$ cat src/hdl/mse_pkg.sv
// shared constants, payload types and memory request types for the merge sort engine
package mse_pkg;

    // capacity of one set and derived widths
    localparam int MAX_ELEMENTS = 64;
    localparam int ADDR_W       = $clog2(MAX_ELEMENTS);
    localparam int CNT_W        = ADDR_W + 1;
    localparam int DATA_W       = 32;

    // result buffer sizing
    localparam int OBUF_DEPTH = 4;
    localparam int OBUF_PTR_W = $clog2(OBUF_DEPTH);
    localparam int OBUF_CNT_W = $clog2(OBUF_DEPTH + 1);

    // one input beat
    typedef struct packed {
        logic signed [DATA_W-1:0] value_in;
        logic                     last_in;
    } in_item_t;

    // one result beat
    typedef struct packed {
        logic signed [DATA_W-1:0] value_out;
        logic                     last_out;
        logic                     overflow;
    } out_item_t;

    // controller to memories
    typedef struct packed {
        logic              elem_we;
        logic              scr_we;
        logic [ADDR_W-1:0] wr_addr;
        logic [DATA_W-1:0] wr_data;
        logic [ADDR_W-1:0] rd0_addr;
        logic [ADDR_W-1:0] rd1_addr;
    } mem_req_t;

    // memories to controller
    typedef struct packed {
        logic [DATA_W-1:0] elem_rd0;
        logic [DATA_W-1:0] elem_rd1;
        logic [DATA_W-1:0] scr_rd0;
        logic [DATA_W-1:0] scr_rd1;
    } mem_rsp_t;

    // controller to result buffer
    typedef struct packed {
        logic      push;
        out_item_t item;
    } obuf_wr_t;

endpackage

$ cat src/hdl/mse_ctrl.sv
// load, bottom-up merge pass and emit sequencer around the two data memories
module mse_ctrl (
    input  logic               clk,
    input  logic               rst_n,
    input  logic               item_valid,
    output logic               item_stall,
    input  mse_pkg::in_item_t  item,
    output mse_pkg::mem_req_t  mem_req,
    input  mse_pkg::mem_rsp_t  mem_rsp,
    output mse_pkg::obuf_wr_t  obuf_wr,
    input  logic               room
);

    localparam int CNT_W  = mse_pkg::CNT_W;
    localparam int ADDR_W = mse_pkg::ADDR_W;
    localparam int SUM_W  = CNT_W + 1;

    localparam logic [1:0] ST_LOAD  = 2'd0;
    localparam logic [1:0] ST_PRIME = 2'd1;
    localparam logic [1:0] ST_MERGE = 2'd2;
    localparam logic [1:0] ST_EMIT  = 2'd3;

    logic [1:0]       state_reg, state_next;
    logic [CNT_W-1:0] count_reg, count_next;
    logic             dropped_reg, dropped_next;
    logic             inflight_reg, inflight_next;
    logic [CNT_W-1:0] width_reg, width_next;
    logic [CNT_W-1:0] lo_reg, lo_next;
    logic [CNT_W-1:0] mid_reg, mid_next;
    logic [CNT_W-1:0] hi_reg, hi_next;
    logic [CNT_W-1:0] a_reg, a_next;
    logic [CNT_W-1:0] b_reg, b_next;
    logic [CNT_W-1:0] k_reg, k_next;
    logic [CNT_W-1:0] emit_reg, emit_next;
    logic             src_reg, src_next;
    logic             rsrc_reg, rsrc_next;
    logic             rlast_reg, rlast_next;
    logic             rovf_reg, rovf_next;

    logic [SUM_W-1:0]           n_w, mid_sum, hi_sum;
    logic [CNT_W-1:0]           mid_c, hi_c, width_dbl;
    logic [mse_pkg::DATA_W-1:0] va, vb;
    logic                       a_act, b_act, take_a;

    // run bounds of the current merge, clipped to the set size
    assign n_w       = {1'b0, count_reg};
    assign mid_sum   = {1'b0, lo_reg} + {1'b0, width_reg};
    assign hi_sum    = {1'b0, lo_reg} + {width_reg, 1'b0};
    assign mid_c     = (mid_sum >= n_w) ? count_reg : mid_sum[CNT_W-1:0];
    assign hi_c      = (hi_sum >= n_w) ? count_reg : hi_sum[CNT_W-1:0];
    assign width_dbl = {width_reg[CNT_W-2:0], 1'b0};

    // heads of both runs from the source memory, left run wins on a tie
    assign va     = src_reg ? mem_rsp.scr_rd0 : mem_rsp.elem_rd0;
    assign vb     = src_reg ? mem_rsp.scr_rd1 : mem_rsp.elem_rd1;
    assign a_act  = (a_reg < mid_reg);
    assign b_act  = (b_reg < hi_reg);
    assign take_a = a_act && (!b_act || ($signed(va) <= $signed(vb)));

    assign item_stall = (state_reg != ST_LOAD);

    // emitted beat: read data arrives in the cycle after the read was issued
    assign obuf_wr.push           = inflight_reg;
    assign obuf_wr.item.value_out = rsrc_reg ? mem_rsp.scr_rd0 : mem_rsp.elem_rd0;
    assign obuf_wr.item.last_out  = rlast_reg;
    assign obuf_wr.item.overflow  = rovf_reg;

    // sequencer
    always_comb
    begin
        state_next    = state_reg;
        count_next    = count_reg;
        dropped_next  = dropped_reg;
        inflight_next = 1'b0;
        width_next    = width_reg;
        lo_next       = lo_reg;
        mid_next      = mid_reg;
        hi_next       = hi_reg;
        a_next        = a_reg;
        b_next        = b_reg;
        k_next        = k_reg;
        emit_next     = emit_reg;
        src_next      = src_reg;
        rsrc_next     = rsrc_reg;
        rlast_next    = rlast_reg;
        rovf_next     = rovf_reg;
        mem_req       = '0;

        unique case (state_reg)
            ST_LOAD:
            begin
                if (item_valid)
                begin
                    if (count_reg < CNT_W'(mse_pkg::MAX_ELEMENTS))
                    begin
                        mem_req.elem_we = 1'b1;
                        mem_req.wr_addr = count_reg[ADDR_W-1:0];
                        mem_req.wr_data = item.value_in;
                        count_next      = count_reg + CNT_W'(1);
                    end
                    else
                    begin
                        dropped_next = 1'b1;
                    end
                    if (item.last_in)
                    begin
                        width_next = CNT_W'(1);
                        lo_next    = '0;
                        src_next   = 1'b0;
                        emit_next  = '0;
                        if (count_next <= CNT_W'(1))
                        begin
                            state_next = ST_EMIT;
                        end
                        else
                        begin
                            state_next = ST_PRIME;
                        end
                    end
                end
            end

            ST_PRIME:
            begin
                mem_req.rd0_addr = lo_reg[ADDR_W-1:0];
                mem_req.rd1_addr = mid_c[ADDR_W-1:0];
                a_next           = lo_reg;
                b_next           = mid_c;
                k_next           = lo_reg;
                mid_next         = mid_c;
                hi_next          = hi_c;
                state_next       = ST_MERGE;
            end

            ST_MERGE:
            begin
                mem_req.wr_addr = k_reg[ADDR_W-1:0];
                mem_req.wr_data = take_a ? va : vb;
                mem_req.elem_we = src_reg;
                mem_req.scr_we  = !src_reg;
                if (take_a)
                begin
                    a_next = a_reg + CNT_W'(1);
                end
                else
                begin
                    b_next = b_reg + CNT_W'(1);
                end
                mem_req.rd0_addr = a_next[ADDR_W-1:0];
                mem_req.rd1_addr = b_next[ADDR_W-1:0];
                k_next           = k_reg + CNT_W'(1);
                // end of this merge: next pair of runs, next pass, or emit once the set is sorted
                if (k_next == hi_reg)
                begin
                    if (hi_sum >= n_w)
                    begin
                        width_next = width_dbl;
                        src_next   = !src_reg;
                        lo_next    = '0;
                        if (width_dbl >= count_reg)
                        begin
                            emit_next  = '0;
                            state_next = ST_EMIT;
                        end
                        else
                        begin
                            state_next = ST_PRIME;
                        end
                    end
                    else
                    begin
                        lo_next    = hi_sum[CNT_W-1:0];
                        state_next = ST_PRIME;
                    end
                end
            end

            ST_EMIT:
            begin
                if (room)
                begin
                    mem_req.rd0_addr = emit_reg[ADDR_W-1:0];
                    inflight_next    = 1'b1;
                    rsrc_next        = src_reg;
                    rovf_next        = dropped_reg;
                    rlast_next       = ((emit_reg + CNT_W'(1)) == count_reg);
                    emit_next        = emit_reg + CNT_W'(1);
                    if ((emit_reg + CNT_W'(1)) == count_reg)
                    begin
                        count_next   = '0;
                        dropped_next = 1'b0;
                        state_next   = ST_LOAD;
                    end
                end
            end

            default:
            begin
                state_next = ST_LOAD;
            end
        endcase
    end

    // control state
    always_ff @(posedge clk or negedge rst_n)
    begin
        if (!rst_n)
        begin
            state_reg    <= ST_LOAD;
            count_reg    <= '0;
            dropped_reg  <= 1'b0;
            inflight_reg <= 1'b0;
        end
        else
        begin
            state_reg    <= state_next;
            count_reg    <= count_next;
            dropped_reg  <= dropped_next;
            inflight_reg <= inflight_next;
        end
    end

    // pointers and beat attributes
    always_ff @(posedge clk)
    begin
        width_reg <= width_next;
        lo_reg    <= lo_next;
        mid_reg   <= mid_next;
        hi_reg    <= hi_next;
        a_reg     <= a_next;
        b_reg     <= b_next;
        k_reg     <= k_next;
        emit_reg  <= emit_next;
        src_reg   <= src_next;
        rsrc_reg  <= rsrc_next;
        rlast_reg <= rlast_next;
        rovf_reg  <= rovf_next;
    end

    // merge pointers stay inside their runs
    a_merge_bounds: assert property (@(posedge clk) disable iff (!rst_n)
        state_reg == ST_MERGE |-> (k_reg < hi_reg) && (a_reg <= mid_reg) && (b_reg <= hi_reg))
        else $error("merge pointer out of run");

    // every written slot consumed exactly one head from either run
    a_merge_progress: assert property (@(posedge clk) disable iff (!rst_n)
        state_reg == ST_MERGE |->
            ({1'b0, k_reg} + {1'b0, mid_reg}) == ({1'b0, a_reg} + {1'b0, b_reg}))
        else $error("merge output index out of step with run heads");

    // a set being sorted or emitted is never empty and never above capacity
    a_set_size: assert property (@(posedge clk) disable iff (!rst_n)
        state_reg != ST_LOAD |->
            (count_reg != '0) && (count_reg <= CNT_W'(mse_pkg::MAX_ELEMENTS)))
        else $error("set size out of range");

    // result beats only follow an emit read
    a_push_source: assert property (@(posedge clk) disable iff (!rst_n)
        inflight_reg |-> $past(state_reg) == ST_EMIT)
        else $error("result beat without emit read");

endmodule

$ cat config.mk
export PLATFORM = sky130hd
export DESIGN_NAME = mse_ctrl
export DESIGN_NICKNAME = d
export VERILOG_FILES = /design/src/hdl/mse_pkg.sv /design/src/hdl/mse_ctrl.sv
export SDC_FILE = /design/constraint.sdc
export NUM_CORES = 1
export LEC_CHECK = 0
export ABC_AREA = 1
export BUFFER_PORTS_ARGS = -buffer_cell sky130_fd_sc_hd__buf_2
export CORE_MARGIN = 2
export CORE_UTILIZATION = 53
export DETAILED_ROUTE_END_ITERATION = 12
export GPL_ROUTABILITY_DRIVEN = 0
export MAX_ROUTING_LAYER = met4
export PLACE_DENSITY = 0.91
export SKIP_LAST_GASP = 1
export SLEW_MARGIN = 15
export SYNTH_ARGS = -nofsm -noshare
export SYNTH_HDL_FRONTEND = slang
export SYNTH_SLANG_ARGS = --single-unit
export TNS_END_PERCENT = 10
$ cat constraint.sdc
create_clock -name clk -period 4.1 [get_ports clk]
set_clock_uncertainty 0.2 [all_clocks]
set_input_delay 0.615 -clock clk [delete_from_list [all_inputs] [get_ports clk]]
set_output_delay 0.615 -clock clk [all_outputs]
set_load 0.005 [all_outputs]
# After elaboration in Yosys (flattened, before gate mapping)
# Cells that the tools add are included.
classes:
  n_reduce_logical: 19
  order_cmp: 8
  n_addsub: 7
  n_mux: 64
  eq_ne: 15
op_table:
  columns: ["op", "n"]
  rows:
  - ["two-way mux 7 bit", 22]
  - ["two-way mux 32 bit", 4]
  - ["case mux 7 bit (2 select lines)", 6]
  - ["two-way mux 38 bit", 2]
  - ["case mux 38 bit (2 select lines)", 1]
  - ["adder 7 x 1 -> 7 bit (second input constant)", 5]
  - ["<= comparator 32 bit", 1]
  - ["case mux 7 bit (3 select lines)", 1]
  - ["!= test 2 bit (second input constant)", 10]
  - ["case mux 6 bit (3 select lines)", 1]
  - [">= comparator 8 x 7 -> 1 bit", 2]
  - ["two-way mux 2 bit", 8]
  - ["AND reduction 5 bit", 3]
  - ["== test 7 bit", 2]
  - ["< comparator 7 bit", 2]
  - ["two-way mux 1 bit", 13]
  - ["case mux 6 bit (2 select lines)", 1]
  - ["adder 7 x 7 -> 8 bit", 1]
  - ["adder 7 x 8 -> 8 bit", 1]
  - ["case mux 2 bit (4 select lines)", 1]
  - ["AND reduction 4 bit", 2]
  - ["nonzero test 2 bit", 4]
  - [">= comparator 7 bit", 1]
  - ["<= comparator 7 x 1 -> 1 bit (second input constant)", 1]
  - ["12 further kinds", 18]
word_totals:
  regBits: 71

# Logic depth before layout (Yosys ltp)
logic_depth:
  depth_word: 9
  mapped_depth: 25
  mapped_depth_nobuf: 22

# Least setup slack after synthesis
# OpenSTA, ideal clock, no wires.
synth_timing:
  kind: "register to output"
  start: "register src_reg"
  end: "output port mem_req[13] in the netlist's numbering"
  n_path_buf: 4
  stages_incl_launch_ff: 18
  t_arrival_ns: 2.908
  path_slack_ns: 0.377
  cell_sequence: "edfxtp_1 > clkbuf_1 > clkbuf_1 > clkbuf_1 > nand2_1 > o21ai_0 > ha_1 > a21o_1 > o21ai_1 > nand2_1 > a21oi_1 > nand2_1 > nand2_1 > nand3_2 > nand2_2 > nand2_1 > buf_2 > o211ai_1"
synth_lines:
  columns: ["item", "line_no", "rtl"]
  rows:
  - ["start: declaration", "mse_ctrl.sv:35", "logic src_reg, src_next;"]
  - ["start signal: assignment", "mse_ctrl.sv:234", "src_reg <= src_next;"]
  - ["end: declaration", "mse_ctrl.sv:8", "output mse_pkg::mem_req_t mem_req,"]

==> reports/metrics.csv <==
metric,value,unit
leakage,5.38,nW
sw_frac_of_total,0.527,
routed_wl,31.3,mm
syn_avg_cell_area,7.09,um2
antenna_found_initial,7,
switchingPower,5.77,mW
synth_area,7770,um2
cts-buffers-inserted,9,
status,"finished, violations left",
crit_path_start_kind,register,
max-vdd-ir-drop,0.898,mV
grt_pass1_wl,45.6,mm
die_x,125,um
postLayoutCoreUtil,0.719,
highest_layer,met4,
final_common_cell,nand2_1,
wl_met1,10.7,mm
grtUsageTotal,0.383,
worstPathArrival,3.52,ns
dp_hpwl,22.5,mm
ctsRootBufferMaster,clkbuf_16,
slowest_stage,edfxtp_1,
vias_per_cell,6.04,
min_period_over_period,1.06,
min_path_type,register to register,
async_flop_share,0.155,
crit_chain,buf_6 -> inv_4 -> fa_2 -> inv_2 -> a31oi_4 -> nor2_1 -> o21ai_1 -> nand2_1 -> xor2_2 -> ha_1 -> inv_2 -> o2111ai_4 -> nor2_4 -> nand2_8 -> nand2_1 -> o211ai_1 -> a21oi_1 -> buf_2,
cts_sinks,71,
met3WireLength,4.03,mm
dieHeight,125,um
finalCriticalPeriod,4.33,ns
num_rows,44,
ys_seq_area_frac,0.267,
crit_buf_inv,5,
drive_gt1_frac,0.302,
layout_setup_ws,-0.233,ns
dr.first_iter.drc_count,1160,
cp-end-kind,primary output,
clock_latency,0.34,ns
finalHoldViolations,0,
crit_path_max_incr_delay,0.47,ns
first_pass_iters,9,
maxSlewHeadroom,0.458,
synth_edf_count,60,
setup_violations,34,
wire_per_inst,19.9,um
cts_tree,yes,
grt_max_degree,39,
r2r-start,width_reg[2]$_SDFFCE_PN0P_,
netlist_instances,1096,
intPower,5.18,mW
cp_max_fo,6,
num-fill-cells,999,
drc,0,
whs,0.260,ns
crit_start,width_reg[1]$_SDFFCE_PN0P_,
layout_common_cells,"nand2_1 (296), buf_2 (252), inv_1 (144)",
hold_path_startpoint,dropped_reg$_DFFE_PN0P_,
worst-setup-path-type,register to primary output,
required,3.28,ns
grt_overflow,0,
synth_warnings,0,
vias,9481,
fin_nets,1629,
violations,negative setup slack,
slew_viol_final,0,
cts_buffer_depth,2,
io_pins,253,
die-area,15600,um2
grt_pass1_vias,8637,
portBuffers,252,
synth_cell_types,46,
power_frac_seq,0.169,
wl_met2,14.4,mm
clock.fmax,0.231,GHz
syn_nets,1351,
core-area,14400,um2
cp_top_family,simple AND/OR/NAND/NOR gates,
power-per-cell-area,1060,nW/um2
area_growth,33.4,%
maxCapViolCount,0,
worst_pin_slew,0.805,ns
start_util,0.539,
comb_power_share,0.759,
ys_ff_latch,71,
rsz0062_at_grt,yes,
clkPwrFrac,0.072,
tns,-2.65,ns
yosys_most_used_dff,edfxtp_1,
htreeDepth,3,
ant_nets,0,
clk_pin_slew_worst_paths,0.06,ns
[worst paths after layout]
| kind | cells past startpoint | slack [ns] | endpoint |
|---|---|---|---|
| setup / recovery | 18 | -0.23 | mem_req[2] |
| hold / removal | 0 | 0.26 | rovf_reg$_DFFE_PP_ |
| setup reg to reg | 15 | 0.11 | width_reg[2]$_SDFFCE_PN0P_ |
| hold reg to reg | 0 | 0.26 | rovf_reg$_DFFE_PP_ |
| max in group asynchronous | 2 | 2.98 | count_reg[6]$_DFFE_PN0P_ |
| min in group asynchronous | 2 | 0.49 | count_reg[0]$_DFFE_PN0P_ |
[power by group through the flow]
| stage | sequential (mW) | clock (mW) | combinational, mW |
|---|---|---|---|
| 2_1_floorplan | 1.70 | 0 | 4.61 |
| 3_3_place_gp | 1.80 | 0 | 6.36 |
| 3_5_place_dp | 1.82 | 0 | 6.64 |
| 4_1_cts | 1.82 | 0.774 | 7.27 |
| 5_1_grt | 1.88 | 0.809 | 8.97 |
| 6_report | 1.85 | 0.788 | 8.32 |
[area by class of cell]
type	instances	area (um2)	area share
flip-flops and latches	71	2080	0.200
diodes	8	20.0	0.00193
clock buffers	15	258	0.0249
multi-input cells	827	5300	0.511
repair buffers	313	1880	0.181
well taps	184	230	0.0222
inverters	152	573	0.0553
clock inverters	1	30.0	0.00290
[through the flow]
stage / cells / power [mW] / setup WS [ns] / instance area, um2
6_report: 1571 / 11.0 / -0.233 / 10400
5_1_grt: 1571 / 11.7 / -0.453 / 10400
4_1_cts: 1556 / 9.86 / -0.0368 / 10000
3_5_place_dp: 1524 / 8.46 / 0.137 / 9380
3_3_place_gp: 1524 / 8.15 / 0.201 / 9380
2_1_floorplan: 1096 / 6.31 / 0.377 / 7770
[what timing repair did]
| item | 4_1_cts | 5_1_grt |
|---|---|---|
| setup endpoints to repair | 43 | 44 |
| resized for setup | 51 | 77 |
| hold buffers | 1 | 0 |
| hold endpoints to repair | 11 | 0 |
| pin swaps | 16 | 29 |
| setup buffers | 10 | 8 |
| gates cloned | 5 | 1 |
[synth_stat cells (16+ instances only)]
cell type  instances  share of area
nand2_1          311           0.15
inv_1            149          0.072
o21ai_0          105          0.068
ha_1              88           0.14
edfxtp_1          60           0.23
nand3_1           53          0.034
nor2_1            49          0.024
a21oi_1           43          0.028
o211ai_1          33          0.032
mux2i_1           31          0.040
clkbuf_1          28          0.014
xor2_1            26          0.029
nand4_1           16          0.013
[routing by layer]
metal,global-route usage,vias up
li1,-,4238
met1,0.442,4253
met2,0.611,782
met3,0.0860,208
met4,0.229,0
met5,-,-
[cell families after synthesis]
group	after synthesis	synth area share
buffers and inverters	199	0.101
muxes	31	0.0399
and+or+nand+nor	459	0.250
AOI/OAI and AO/OA	211	0.155
DFF	71	0.267
adders and majority gates	90	0.147
xor gates and xnor gates	35	0.0394
Power figures use the tool's default switching activity.
