[config.mk]
export PLATFORM = sky130hd
export DESIGN_NAME = mse_obuf
export DESIGN_NICKNAME = d
export VERILOG_FILES = /design/src/hdl/mse_pkg.sv /design/src/hdl/mse_obuf.sv
export SDC_FILE = /design/constraint.sdc
export NUM_CORES = 1
export LEC_CHECK = 0
export BUFFER_PORTS_ARGS = -buffer_cell sky130_fd_sc_hd__buf_2
export CORE_MARGIN = 2
export CORE_UTILIZATION = 57
export CTS_CLUSTER_SIZE = 20
export DETAILED_ROUTE_END_ITERATION = 12
export PLACE_DENSITY = 0.8
export REMOVE_ABC_BUFFERS = 1
export SYNTH_ARGS = -nofsm -noshare
export SYNTH_HDL_FRONTEND = slang
export SYNTH_SLANG_ARGS = --single-unit
[constraint.sdc]
create_clock -name clk -period 2.2 [get_ports clk]
set_clock_uncertainty 0.05 [all_clocks]
set_input_delay 0.22 -clock clk [delete_from_list [all_inputs] [get_ports clk]]
set_output_delay 0.22 -clock clk [all_outputs]
set_load 0.1 [all_outputs]
[src/hdl/mse_pkg.sv]
// shared constants, payload types and memory request types for the merge sort engine
package mse_pkg;

    // capacity of one set and derived widths
    localparam int MAX_ELEMENTS = 64;
    localparam int ADDR_W       = $clog2(MAX_ELEMENTS);
    localparam int CNT_W        = ADDR_W + 1;
    localparam int DATA_W       = 32;

    // result buffer sizing
    localparam int OBUF_DEPTH = 4;
    localparam int OBUF_PTR_W = $clog2(OBUF_DEPTH);
    localparam int OBUF_CNT_W = $clog2(OBUF_DEPTH + 1);

    // one input beat
    typedef struct packed {
        logic signed [DATA_W-1:0] value_in;
        logic                     last_in;
    } in_item_t;

    // one result beat
    typedef struct packed {
        logic signed [DATA_W-1:0] value_out;
        logic                     last_out;
        logic                     overflow;
    } out_item_t;

    // controller to memories
    typedef struct packed {
        logic              elem_we;
        logic              scr_we;
        logic [ADDR_W-1:0] wr_addr;
        logic [DATA_W-1:0] wr_data;
        logic [ADDR_W-1:0] rd0_addr;
        logic [ADDR_W-1:0] rd1_addr;
    } mem_req_t;

    // memories to controller
    typedef struct packed {
        logic [DATA_W-1:0] elem_rd0;
        logic [DATA_W-1:0] elem_rd1;
        logic [DATA_W-1:0] scr_rd0;
        logic [DATA_W-1:0] scr_rd1;
    } mem_rsp_t;

    // controller to result buffer
    typedef struct packed {
        logic      push;
        out_item_t item;
    } obuf_wr_t;

endpackage

[src/hdl/mse_obuf.sv]
// small result fifo that decouples the emit reads from the receiver's stall
module mse_obuf (
    input  logic                clk,
    input  logic                rst_n,
    input  mse_pkg::obuf_wr_t   wr,
    output logic                room,
    output logic                result_valid,
    input  logic                result_stall,
    output mse_pkg::out_item_t  result
);

    mse_pkg::out_item_t                   buf_mem [mse_pkg::OBUF_DEPTH];
    logic [mse_pkg::OBUF_PTR_W-1:0]       head_reg, head_next;
    logic [mse_pkg::OBUF_PTR_W-1:0]       tail_reg, tail_next;
    logic [mse_pkg::OBUF_CNT_W-1:0]       count_reg, count_next;
    logic                                 pop;

    // output side
    assign result_valid = (count_reg != '0);
    assign result       = buf_mem[head_reg];
    assign pop          = result_valid && !result_stall;

    // a read issued now lands next cycle, so count the beat arriving this cycle
    assign room = (count_reg + mse_pkg::OBUF_CNT_W'(wr.push))
                  < mse_pkg::OBUF_CNT_W'(mse_pkg::OBUF_DEPTH);

    // pointer and fill updates
    always_comb
    begin
        head_next  = head_reg;
        tail_next  = tail_reg;
        count_next = count_reg;
        if (pop)
        begin
            head_next = head_reg + 1'b1;
        end
        if (wr.push)
        begin
            tail_next = tail_reg + 1'b1;
        end
        case ({wr.push, pop})
            2'b10:   count_next = count_reg + 1'b1;
            2'b01:   count_next = count_reg - 1'b1;
            default: count_next = count_reg;
        endcase
    end

    always_ff @(posedge clk or negedge rst_n)
    begin
        if (!rst_n)
        begin
            head_reg  <= '0;
            tail_reg  <= '0;
            count_reg <= '0;
        end
        else
        begin
            head_reg  <= head_next;
            tail_reg  <= tail_next;
            count_reg <= count_next;
        end
    end

    // storage
    always_ff @(posedge clk)
    begin
        if (wr.push)
        begin
            buf_mem[tail_reg] <= wr.item;
        end
    end

    // a beat never arrives at a full buffer unless one leaves in the same cycle
    a_no_overrun: assert property (@(posedge clk) disable iff (!rst_n)
        wr.push |-> (count_reg != mse_pkg::OBUF_CNT_W'(mse_pkg::OBUF_DEPTH)) || pop)
        else $error("result buffer overrun");

endmodule

Word level (Yosys, flattened, before mapping)
Memories as Yosys holds them, arrays and structs flattened.
Index checks and enable logic that the tools add are counted.
{"block": "word_totals", "input_bits": 38, "word_cells": 19, "n_memories": 1, "ff_bits": 7, "ram_bits": 136, "out_inout_bits": 36}
{"block": "op_classes", "addsub": 5, "eq_ne": 2, "muxes": 3, "n_lt_le_gt_ge": 1, "n_reduce_logical": 4}
{"memory": "buf_mem", "words": 4, "word_bits": 34, "read_ports": 1, "rd_ports_with_merged_regs": 0, "write_ports": 1, "line_no": "mse_obuf.sv:12", "rtl": "mse_pkg::out_item_t buf_mem [mse_pkg::OBUF_DEPTH];"}
{"operator": "$pmux W3 S2", "n": 1}
{"operator": "$add A2 B1 Y2 const B", "n": 2}
{"operator": "$add A3 B1 Y3", "n": 1}
{"operator": "$add A3 B1 Y3 const B", "n": 1}
{"operator": "$lt A3 B3 Y1 const B", "n": 1}
{"operator": "$reduce_bool A3 Y1", "n": 1}
{"operator": "$sub A3 B1 Y3 const B", "n": 1}
{"operator": "$eq A2 B1 Y1 const B", "n": 1}
{"operator": "$eq A2 B2 Y1 const B", "n": 1}
{"operator": "$mux W1", "n": 2}
{"operator": "$reduce_bool A2 Y1", "n": 1}
{"operator": "$logic_and A1 B1 Y1", "n": 1}
{"operator": "$logic_not A1 Y1", "n": 1}

Longest topological paths before layout
Gate-level depths: netlist (run 1).
{"block": "depth", "ltp_word": 4, "mapped_depth": 8, "depth_no_buf": 8}

Worst setup path after synthesis (run 1)
OpenSTA, ideal clock, no wires.
{"block": "synth_timing", "path_type": "in2out", "from": "in wr[34] in the netlist's numbering", "to": "out room", "setup_slack_ps": -57, "path_stages": 3, "n_path_buf": 1, "t_arrival_ps": 1987, "path_cell_list": "clkbuf_1 > nand3_1 > xor2_1"}
{"block": "synth_between", "elab_chain_cells": 2}
{"item": "from (decl)", "line_no": "mse_obuf.sv:5", "rtl": "input mse_pkg::obuf_wr_t wr,"}
{"item": "$add A3 B1 Y3", "line_no": "mse_obuf.sv:24", "rtl": "assign room = (count_reg + mse_pkg::OBUF_CNT_W'(wr.push))"}
{"item": "$lt A3 B3 Y1", "line_no": "mse_obuf.sv:25", "rtl": "< mse_pkg::OBUF_CNT_W'(mse_pkg::OBUF_DEPTH);"}
{"item": "to (decl)", "line_no": "mse_obuf.sv:6", "rtl": "output logic room,"}
Every way passes these cells.

==> results of run 1 <==
worst min path at each step:
| stage | to | slack (ns) |
|---|---|---|
| floorplan | count_reg[0]$_DFFE_PN0P_ | -0.13 |
| global placement | count_reg[2]$_DFFE_PN0P_ | 0.009 |
| detailed placement | count_reg[2]$_DFFE_PN0P_ | 0.01 |
| CTS | buf_mem[3][18]$_DFFE_PP_ | 0.37 |
| global route | buf_mem[3][18]$_DFFE_PP_ | 0.39 |
| finish | buf_mem[2][0]$_DFFE_PP_ | 0.39 |
final cells by class:
type / instances / area, um2 / area share [%]
Sequential cell: 143 / 4260 / 57.0
Timing Repair Buffer: 135 / 1430 / 19.2
Multi-Input combinational cell: 59 / 983 / 13.2
Clock buffer: 18 / 418 / 5.59
Clock inverter: 13 / 213 / 2.85
Tap cell: 111 / 139 / 1.86
Inverter: 7 / 26.3 / 0.352
cell usage after synthesis, drive strengths merged:
library cell and instances:
xnor2 1, nand3 1, o21ai 1, ha 5, mux2i 1, xor2 6
inv 7, nor2 2, dfrtp 7, nand2 1, and2 4, clkbuf 1
edfxtp 136, nor3 1, fa 1, buf 8, nor3b 1, mux4 34
worst register-to-register path, delay by kind of cell (launching register included):
kind          cells  cell delay [ns]
fa+ha+maj         2             0.59
xor+xnor          2             0.30
flops             1             0.40
simple gates      3             0.41
buf+inv           1             0.06
cells in the final DEF, fill, tap and decap left out, drive strengths merged:
cell and instances:
inv 8, clkinvlp 3, nand2 1, edfxtp 136, clkinv 4, o21ai 1, clkbuf 19, and2 4
fa 1, bufinv 5, dlygate4sd3 38, buf 96, nor3 1, nor3b 1, xor2 6, nor2 2
xnor2 1, mux4 34, mux2i 1, nand3 1, ha 5, dfrtp 7
through the flow:
| stage | utilization [%] | hold WS, ns | instances | setup slack (ns) | setup TNS (ns) |
|---|---|---|---|---|---|
| finish | 81.3 | 0.394 | 486 | -0.0453 | -0.544 |
| CTS | 80.5 | 0.372 | 484 | -0.0642 | -0.564 |
| global placement | 66.3 | 0.00893 | 406 | 0.317 | 0 |
| floorplan | - | -0.126 | 209 | -0.651 | -15.70 |
| global route | 81.3 | 0.387 | 486 | -0.110 | -2.70 |
| detailed placement | 66.3 | 0.0135 | 406 | 0.315 | 0 |
cell families (layout without fill, tap and decap cells):
kind of cell | after synthesis | count (layout) | share of synthesized area (%)
XOR/XNOR | 7 | 7 | 1.14
buffers and inverters | 16 | 173 | 2.26
flip-flops | 143 | 143 | 79.1
AO/OA/AOI/OAI | 1 | 1 | 0.0929
AND/OR/NAND/NOR | 10 | 10 | 1.00
multiplexers | 35 | 35 | 14.8
adder cells (fa/ha/maj) | 6 | 6 | 1.53
timing repair:
item	4_1_cts	5_1_grt
endpoints found under the setup margin	30	34
hold buffers	38	0
hold endpoints to repair	147	0
cloned	2	1
gates resized for setup	67	11
setup buffers	8	1
routing by layer:
metal  vias to the layer above  GRT usage [%]  share of wire (%)
met5                         -              0                  0
met4                         0           8.52                1.5
met3                        13           7.45                4.4
met2                        82           36.1                 55
met1                      1387           26.2                 39
li1                       1198              -                  -
==> impl_table.tex, run 1 <==
\begin{tabular}{lr}
\hline
Metric & Value \\
\hline
\multicolumn{2}{l}{\textbf{Outcome}} \\
Status & finished with violations \\
Violations in the final reports & setup timing \\
\multicolumn{2}{l}{\textbf{Setup path}} \\
Largest delay share family, worst path & multiplexers \\
Critical R2R Launch & count\_reg[0]\$\_DFFE\_PN0P\_ \\
Crit. End Element & output port \\
FF-to-FF path depth & 8 \\
End point of the critical path & result[14] \\
Endpoint of the lowest-slack register-to-register path & count\_reg[2]\$\_DFFE\_PN0P\_ \\
Worst-path fanout max & 5 \\
Cell at the slowest stage of the critical path & sky130\_fd\_sc\_hd\_\_mux4\_2 \\
Startpoint of the worst setup timing path & head\_reg[0]\$\_DFFE\_PN0P\_ \\
Number of cells on the critical path & 4 \\
R2r setup slk & 0.31 ns \\
Worst setup path class & reg2out \\
Number of buffers and inverters on the critical path & 3 \\
Kind of launch point of the worst setup path & register \\
Ordered list of cells on the worst path & buf\_6 > clkbuf\_16 > mux4\_2 > buf\_6 \\
Critical Path AT & 1.98 ns \\
Most Frequent Cell on Critical Path & sky130\_fd\_sc\_hd\_\_buf\_6 \\
Slowest cell delay on critical path & 0.52 ns \\
Data required time of the worst path & 1.93 ns \\
\multicolumn{2}{l}{\textbf{Floorplanning}} \\
Horizontal die dimension & 101 um \\
Die ar. & 10200 um2 \\
Number of rows in the core area & 35 \\
Boundary pin count & 74 \\
Height of the die & 101 um \\
Area inside the core boundary & 9200 um2 \\
Starting Density & 58.5\% \\
\multicolumn{2}{l}{\textbf{Worst hold path}} \\
Instance count along the most critical hold path & 2 \\
Hold crit path type & in2reg \\
Startpoint of the most critical hold path & wr[0] \\
\multicolumn{2}{l}{\textbf{Route}} \\
DRC marker count from the first detailed-route iteration & 141 \\
Vias/cell & 5.51 \\
Wire length per cell after detailed routing & 21.2 um \\
Final ANT Viol Nets & 0 \\
Total detailed-routing wirelength & 10300 um \\
Total number of vias & 2680 \\
Detailed-route DRC error count & 0 \\
First-pass iteration count of the detailed router & 5 \\
\multicolumn{2}{l}{\textbf{GRT}} \\
Sum of overflow across all layers after global routing & 0 \\
Wire length of the first global-routing pass & roughly 15000 um \\
Initial antenna violation count & 0 \\
All-Layer GR Usage & 21.6\% \\
Pin count of the biggest net entering global routing & 19 \\
Via count of the first global-routing pass & 2879 \\
\multicolumn{2}{l}{\textbf{Clocking}} \\
Maximum clock path buffer count & 2 \\
Worst-path clk slew & 0.06 ns \\
Number of buffers created by CTS & 17 \\
Latest clock arrival within the worst-skew pair & approximately 0.5 ns \\
CTS root buffer & sky130\_fd\_sc\_hd\_\_clkbuf\_8 \\
TritonCTS Sinks & 143 \\
Max H-tree Level & 4 \\
TritonCTS clock tree & done \\
\multicolumn{2}{l}{\textbf{Timing}} \\
Min cycle time layout & 2.25 ns \\
Unrepaired setup endpoints after global routing & true \\
Max transition margin & 68.0\% \\
Final setup slack of the worst path & -0.0453 ns \\
Count of endpoints failing hold in the final timing report & 0 \\
Max-slew violation count & 0 \\
Final Cycle Share & 102\% \\
Final Setup Violations & 25 \\
Top achievable clock speed & 0.445 GHz \\
Worst-Margin Slew & 0.484 ns \\
\multicolumn{2}{l}{\textbf{Logic synthesis}} \\
Flip-flop and latch count after synthesis & approximately 140 \\
Largest cells by area after synthesis & sky130\_fd\_sc\_hd\_\_edfxtp\_1 76\%, sky130\_fd\_sc\_hd\_\_mux4\_2 12\%, sky130\_fd\_sc\_hd\_\_dfrtp\_1 3.3\% \\
Share of the synthesized area in the top cell type & 75.9\% \\
Number of cells produced by synthesis & 218 \\
Unique cell type count in the Yosys netlist & 21 \\
Yosys warnings & 0 \\
Biggest area consumer among synthesized cells & sky130\_fd\_sc\_hd\_\_edfxtp\_1 \\
Post-synthesis instance area & 5380 um2 \\
Post-Syn Area per Cell & 24.7 um2 \\
Share of the yosys chip area belonging to registers & 79.1\% \\
\multicolumn{2}{l}{\textbf{Flow run}} \\
Max-capacitance violation count & 0 \\
\multicolumn{2}{l}{\textbf{Cells and area}} \\
Total number of nets in the final design & just over 400 \\
Count of inserted antenna diode cells & 0 \\
Fillers & 440 \\
Proportion of layout cells with a drive suffix above 1 & 44.5\% \\
Largest register FFs & 136 \\
Final design instance area without fill & 7470 um2 \\
Synthesis-to-finish area growth & 38.9\% \\
\multicolumn{2}{l}{\textbf{Placed design}} \\
Placer Congestion & roughly 0.75 \\
Number of buffers inserted by port buffering & 73 \\
DP HPWL & 5550 um \\
Placement-stage cell area & 6100 um2 \\
\hline
\end{tabular}
Power of run 1 is not shown: default switching activity piles up to over one toggle a cycle in this logic, so the estimate is an artifact.
==> run 2, diff against run 1 <==
--- a/config.mk
+++ b/config.mk
@@ -10,8 +10,8 @@
 export CORE_UTILIZATION = 57
 export CTS_CLUSTER_SIZE = 20
 export DETAILED_ROUTE_END_ITERATION = 12
+export GPL_ROUTABILITY_DRIVEN = 0
 export PLACE_DENSITY = 0.8
-export REMOVE_ABC_BUFFERS = 1
 export SYNTH_ARGS = -nofsm -noshare
 export SYNTH_HDL_FRONTEND = slang
 export SYNTH_SLANG_ARGS = --single-unit
==> impl_table.tex, run 2 (same netlist as run 1, synthesis figures left out) <==
\begin{tabular}{lr}
\hline
Metric & Value \\
\hline
\multicolumn{2}{l}{\textbf{Outcome}} \\
Status & finished with violations \\
Violations in the final reports & setup timing \\
\multicolumn{2}{l}{\textbf{Floorplanning}} \\
Horizontal die dimension & 101 um (unchanged) \\
Boundary pin count & 74 (unchanged) \\
Die ar. & 10200 um2 (unchanged) \\
Number of rows in the core area & 35 (unchanged) \\
Height of the die & 101 um (unchanged) \\
Area inside the core boundary & 9200 um2 (unchanged) \\
Starting Density & 58.5\% (unchanged) \\
\multicolumn{2}{l}{\textbf{Cells and area}} \\
Count of non-filler cells in the finished layout & 478 (-1.6\%) \\
Proportion of layout cells with a drive suffix above 1 & 43.1\% (-1.5 points) \\
Fillers & 450 (+2.3\%) \\
Top library cells by usage in the layout, fill and taps aside & 136 x sky130\_fd\_sc\_hd\_\_edfxtp\_1, 39 x sky130\_fd\_sc\_hd\_\_buf\_2, 37 x sky130\_fd\_sc\_hd\_\_dlygate4sd3\_1 \\
Total number of nets in the final design & 398 (-2.2\%) \\
Utilization of the core after routing & 79.8\% (-1.5 points) \\
Storage element area & 4260 um2 (unchanged) \\
Area used by multi-input combinational logic & 995 um2 (+1.1\%) \\
Synthesis-to-finish area growth & 36.3\% \\
Count of inserted antenna diode cells & 0 (unchanged) \\
Largest register FFs & 136 (unchanged) \\
Most frequent standard cell in the layout excluding fill and tap cells & sky130\_fd\_sc\_hd\_\_edfxtp\_1 \\
\multicolumn{2}{l}{\textbf{Route}} \\
Total number of vias & 2654 (-0.97\%) \\
Wire length per cell after detailed routing & 20.7 um (-2.3\%) \\
Final ANT Viol Nets & 0 (unchanged) \\
First-pass iteration count of the detailed router & 6 (+1) \\
Detailed-route DRC error count & 0 (unchanged) \\
Vias/cell & 5.55 (+0.69\%) \\
DRC marker count from the first detailed-route iteration & 189 (+34\%) \\
Total detailed-routing wirelength & 9870 um (-3.9\%) \\
\multicolumn{2}{l}{\textbf{Placed design}} \\
Post-placement cell count & 403 (-0.74\%) \\
Number of buffers inserted by port buffering & 73 (unchanged) \\
DP HPWL & 5360 um (-3.5\%) \\
\multicolumn{2}{l}{\textbf{Timing}} \\
Min cycle time layout & 2.22 ns (-0.0208 ns) \\
Hold\_ws & 0.0374 ns (-0.357 ns) \\
Final setup slack of the worst path & -0.0245 ns (+0.0208 ns) \\
Max-slew violation count & 0 (unchanged) \\
Final Cycle Share & 101\% (-0.95 points) \\
Worst-Margin Slew & 0.484 ns (+0.000468 ns) \\
Unrepaired setup endpoints after global routing & true \\
Post-Route Setup TNS & -0.108 ns (+0.437 ns) \\
Count of endpoints failing hold in the final timing report & 0 (unchanged) \\
Final Setup Violations & 11 (-56\%) \\
Max transition margin & 67.9\% (about the same) \\
Top achievable clock speed & 0.450 GHz (+0.93\%) \\
\multicolumn{2}{l}{\textbf{Setup path}} \\
Kind of launch point of the worst setup path & register \\
Cell at the slowest stage of the critical path & sky130\_fd\_sc\_hd\_\_mux4\_2 \\
Critical Path AT & 1.95 ns (-0.03 ns) \\
Worst setup path class & reg2out \\
FF-to-FF path depth & 8 (unchanged) \\
Data required time of the worst path & 1.93 ns (about the same) \\
R2r setup slk & 0.22 ns (-0.09 ns) \\
Ordered list of cells on the worst path & buf\_6 > buf\_16 > mux4\_2 > buf\_12 \\
Critical R2R Launch & count\_reg[2]\$\_DFFE\_PN0P\_ \\
Endpoint of the lowest-slack register-to-register path & count\_reg[2]\$\_DFFE\_PN0P\_ \\
Crit. End Element & output port \\
Slowest cell delay on critical path & 0.55 ns (+0.03 ns) \\
Worst-path fanout max & 6 (+1) \\
\multicolumn{2}{l}{\textbf{Clocking}} \\
TritonCTS clock tree & done \\
Max H-tree Level & 4 (unchanged) \\
Worst-path clk slew & 0.06 ns (about the same) \\
CTS root buffer & sky130\_fd\_sc\_hd\_\_clkbuf\_8 \\
Latest clock arrival within the worst-skew pair & 0.50 ns (about the same) \\
Maximum clock path buffer count & 2 (unchanged) \\
Number of buffers created by CTS & 17 (unchanged) \\
TritonCTS Sinks & 143 (unchanged) \\
\multicolumn{2}{l}{\textbf{GRT}} \\
Pin count of the biggest net entering global routing & 24 (+5) \\
All-Layer GR Usage & 20.8\% (-0.75 points) \\
Sum of overflow across all layers after global routing & 0 (unchanged) \\
GR Layer Usage met3 & 6.49\% (-0.97 points) \\
Initial antenna violation count & 0 (unchanged) \\
Global-route track usage on met2 & 32.8\% (-3.3 points) \\
Via count of the first global-routing pass & 2879 (unchanged) \\
Busiest layer in global routing & met2 \\
Fraction of met1 tracks used by global routing & 28.0\% (+1.8 points) \\
Wire length of the first global-routing pass & 15100 um (-1.9\%) \\
\multicolumn{2}{l}{\textbf{Logic synthesis}} \\
Synthesized Nets & 262 \\
\multicolumn{2}{l}{\textbf{Flow run}} \\
Max-capacitance violation count & 0 (unchanged) \\
\multicolumn{2}{l}{\textbf{Worst hold path}} \\
Hold crit path type & in2async \\
\hline
\end{tabular}
[run 2: cell count changes in the layout (fill, tap and decap cells not counted), moves of 2 or more]
| cell | delta |
|---|---|
| sky130_fd_sc_hd__bufinv_16 | -2 |
| sky130_fd_sc_hd__buf_8 | -3 |
| sky130_fd_sc_hd__buf_6 | -3 |
| sky130_fd_sc_hd__buf_4 | -2 |
[run 2: worst max-delay path by stage]
stage	start	slack, ns	endpoint
floorplan	tail_reg[0]$_DFFE_PN0P_	0.30	buf_mem[2][0]$_DFFE_PP_
global placement	count_reg[2]$_DFFE_PN0P_	0.39	count_reg[2]$_DFFE_PN0P_
detailed placement	count_reg[2]$_DFFE_PN0P_	0.27	count_reg[2]$_DFFE_PN0P_
CTS	head_reg[0]$_DFFE_PN0P_	-0.05	result[18]
global route	head_reg[0]$_DFFE_PN0P_	-0.08	result[17]
finish	head_reg[0]$_DFFE_PN0P_	-0.02	result[5]
[run 2: timing repair]
action,CTS,global route
resized for setup,53,13
hold buffers,37,0
hold endpoints to repair,146,0
endpoints found under the setup margin,34,34
cloned,1,2
setup buffers,1,2
[run 2: metal layers]
layer  vias up  routed length [um]
li1       1179                   -
met1      1380                4250
met2        82                5090
met3        13                 399
met4         0                 132
met5         -                   0
[run 2: final cells by class]
cell class / instances / share of cell area, %
well taps: 111 / 1.89
multi-input cells: 59 / 13.6
clock buffers: 19 / 5.75
inverters: 7 / 0.358
clock inverters: 13 / 2.25
repair buffers: 126 / 18.1
flip-flops and latches: 143 / 58.1
[run 2: critical path, delay by kind of cell, from the launching register on]
| family | cells | cell delay, ns |
|---|---|---|
| flops | 1 | 0.41 |
| mux | 1 | 0.55 |
| buf+inv | 3 | 0.48 |
[run 2: through the flow]
step	worst slack, ns	instance area (um2)
6_report	-0.0245	7330
5_1_grt	-0.0838	7330
4_1_cts	-0.0520	7220
3_5_place_dp	0.271	6100
3_3_place_gp	0.386	6100
2_1_floorplan	0.301	5390
Power of run 2 is left out for the same reason.
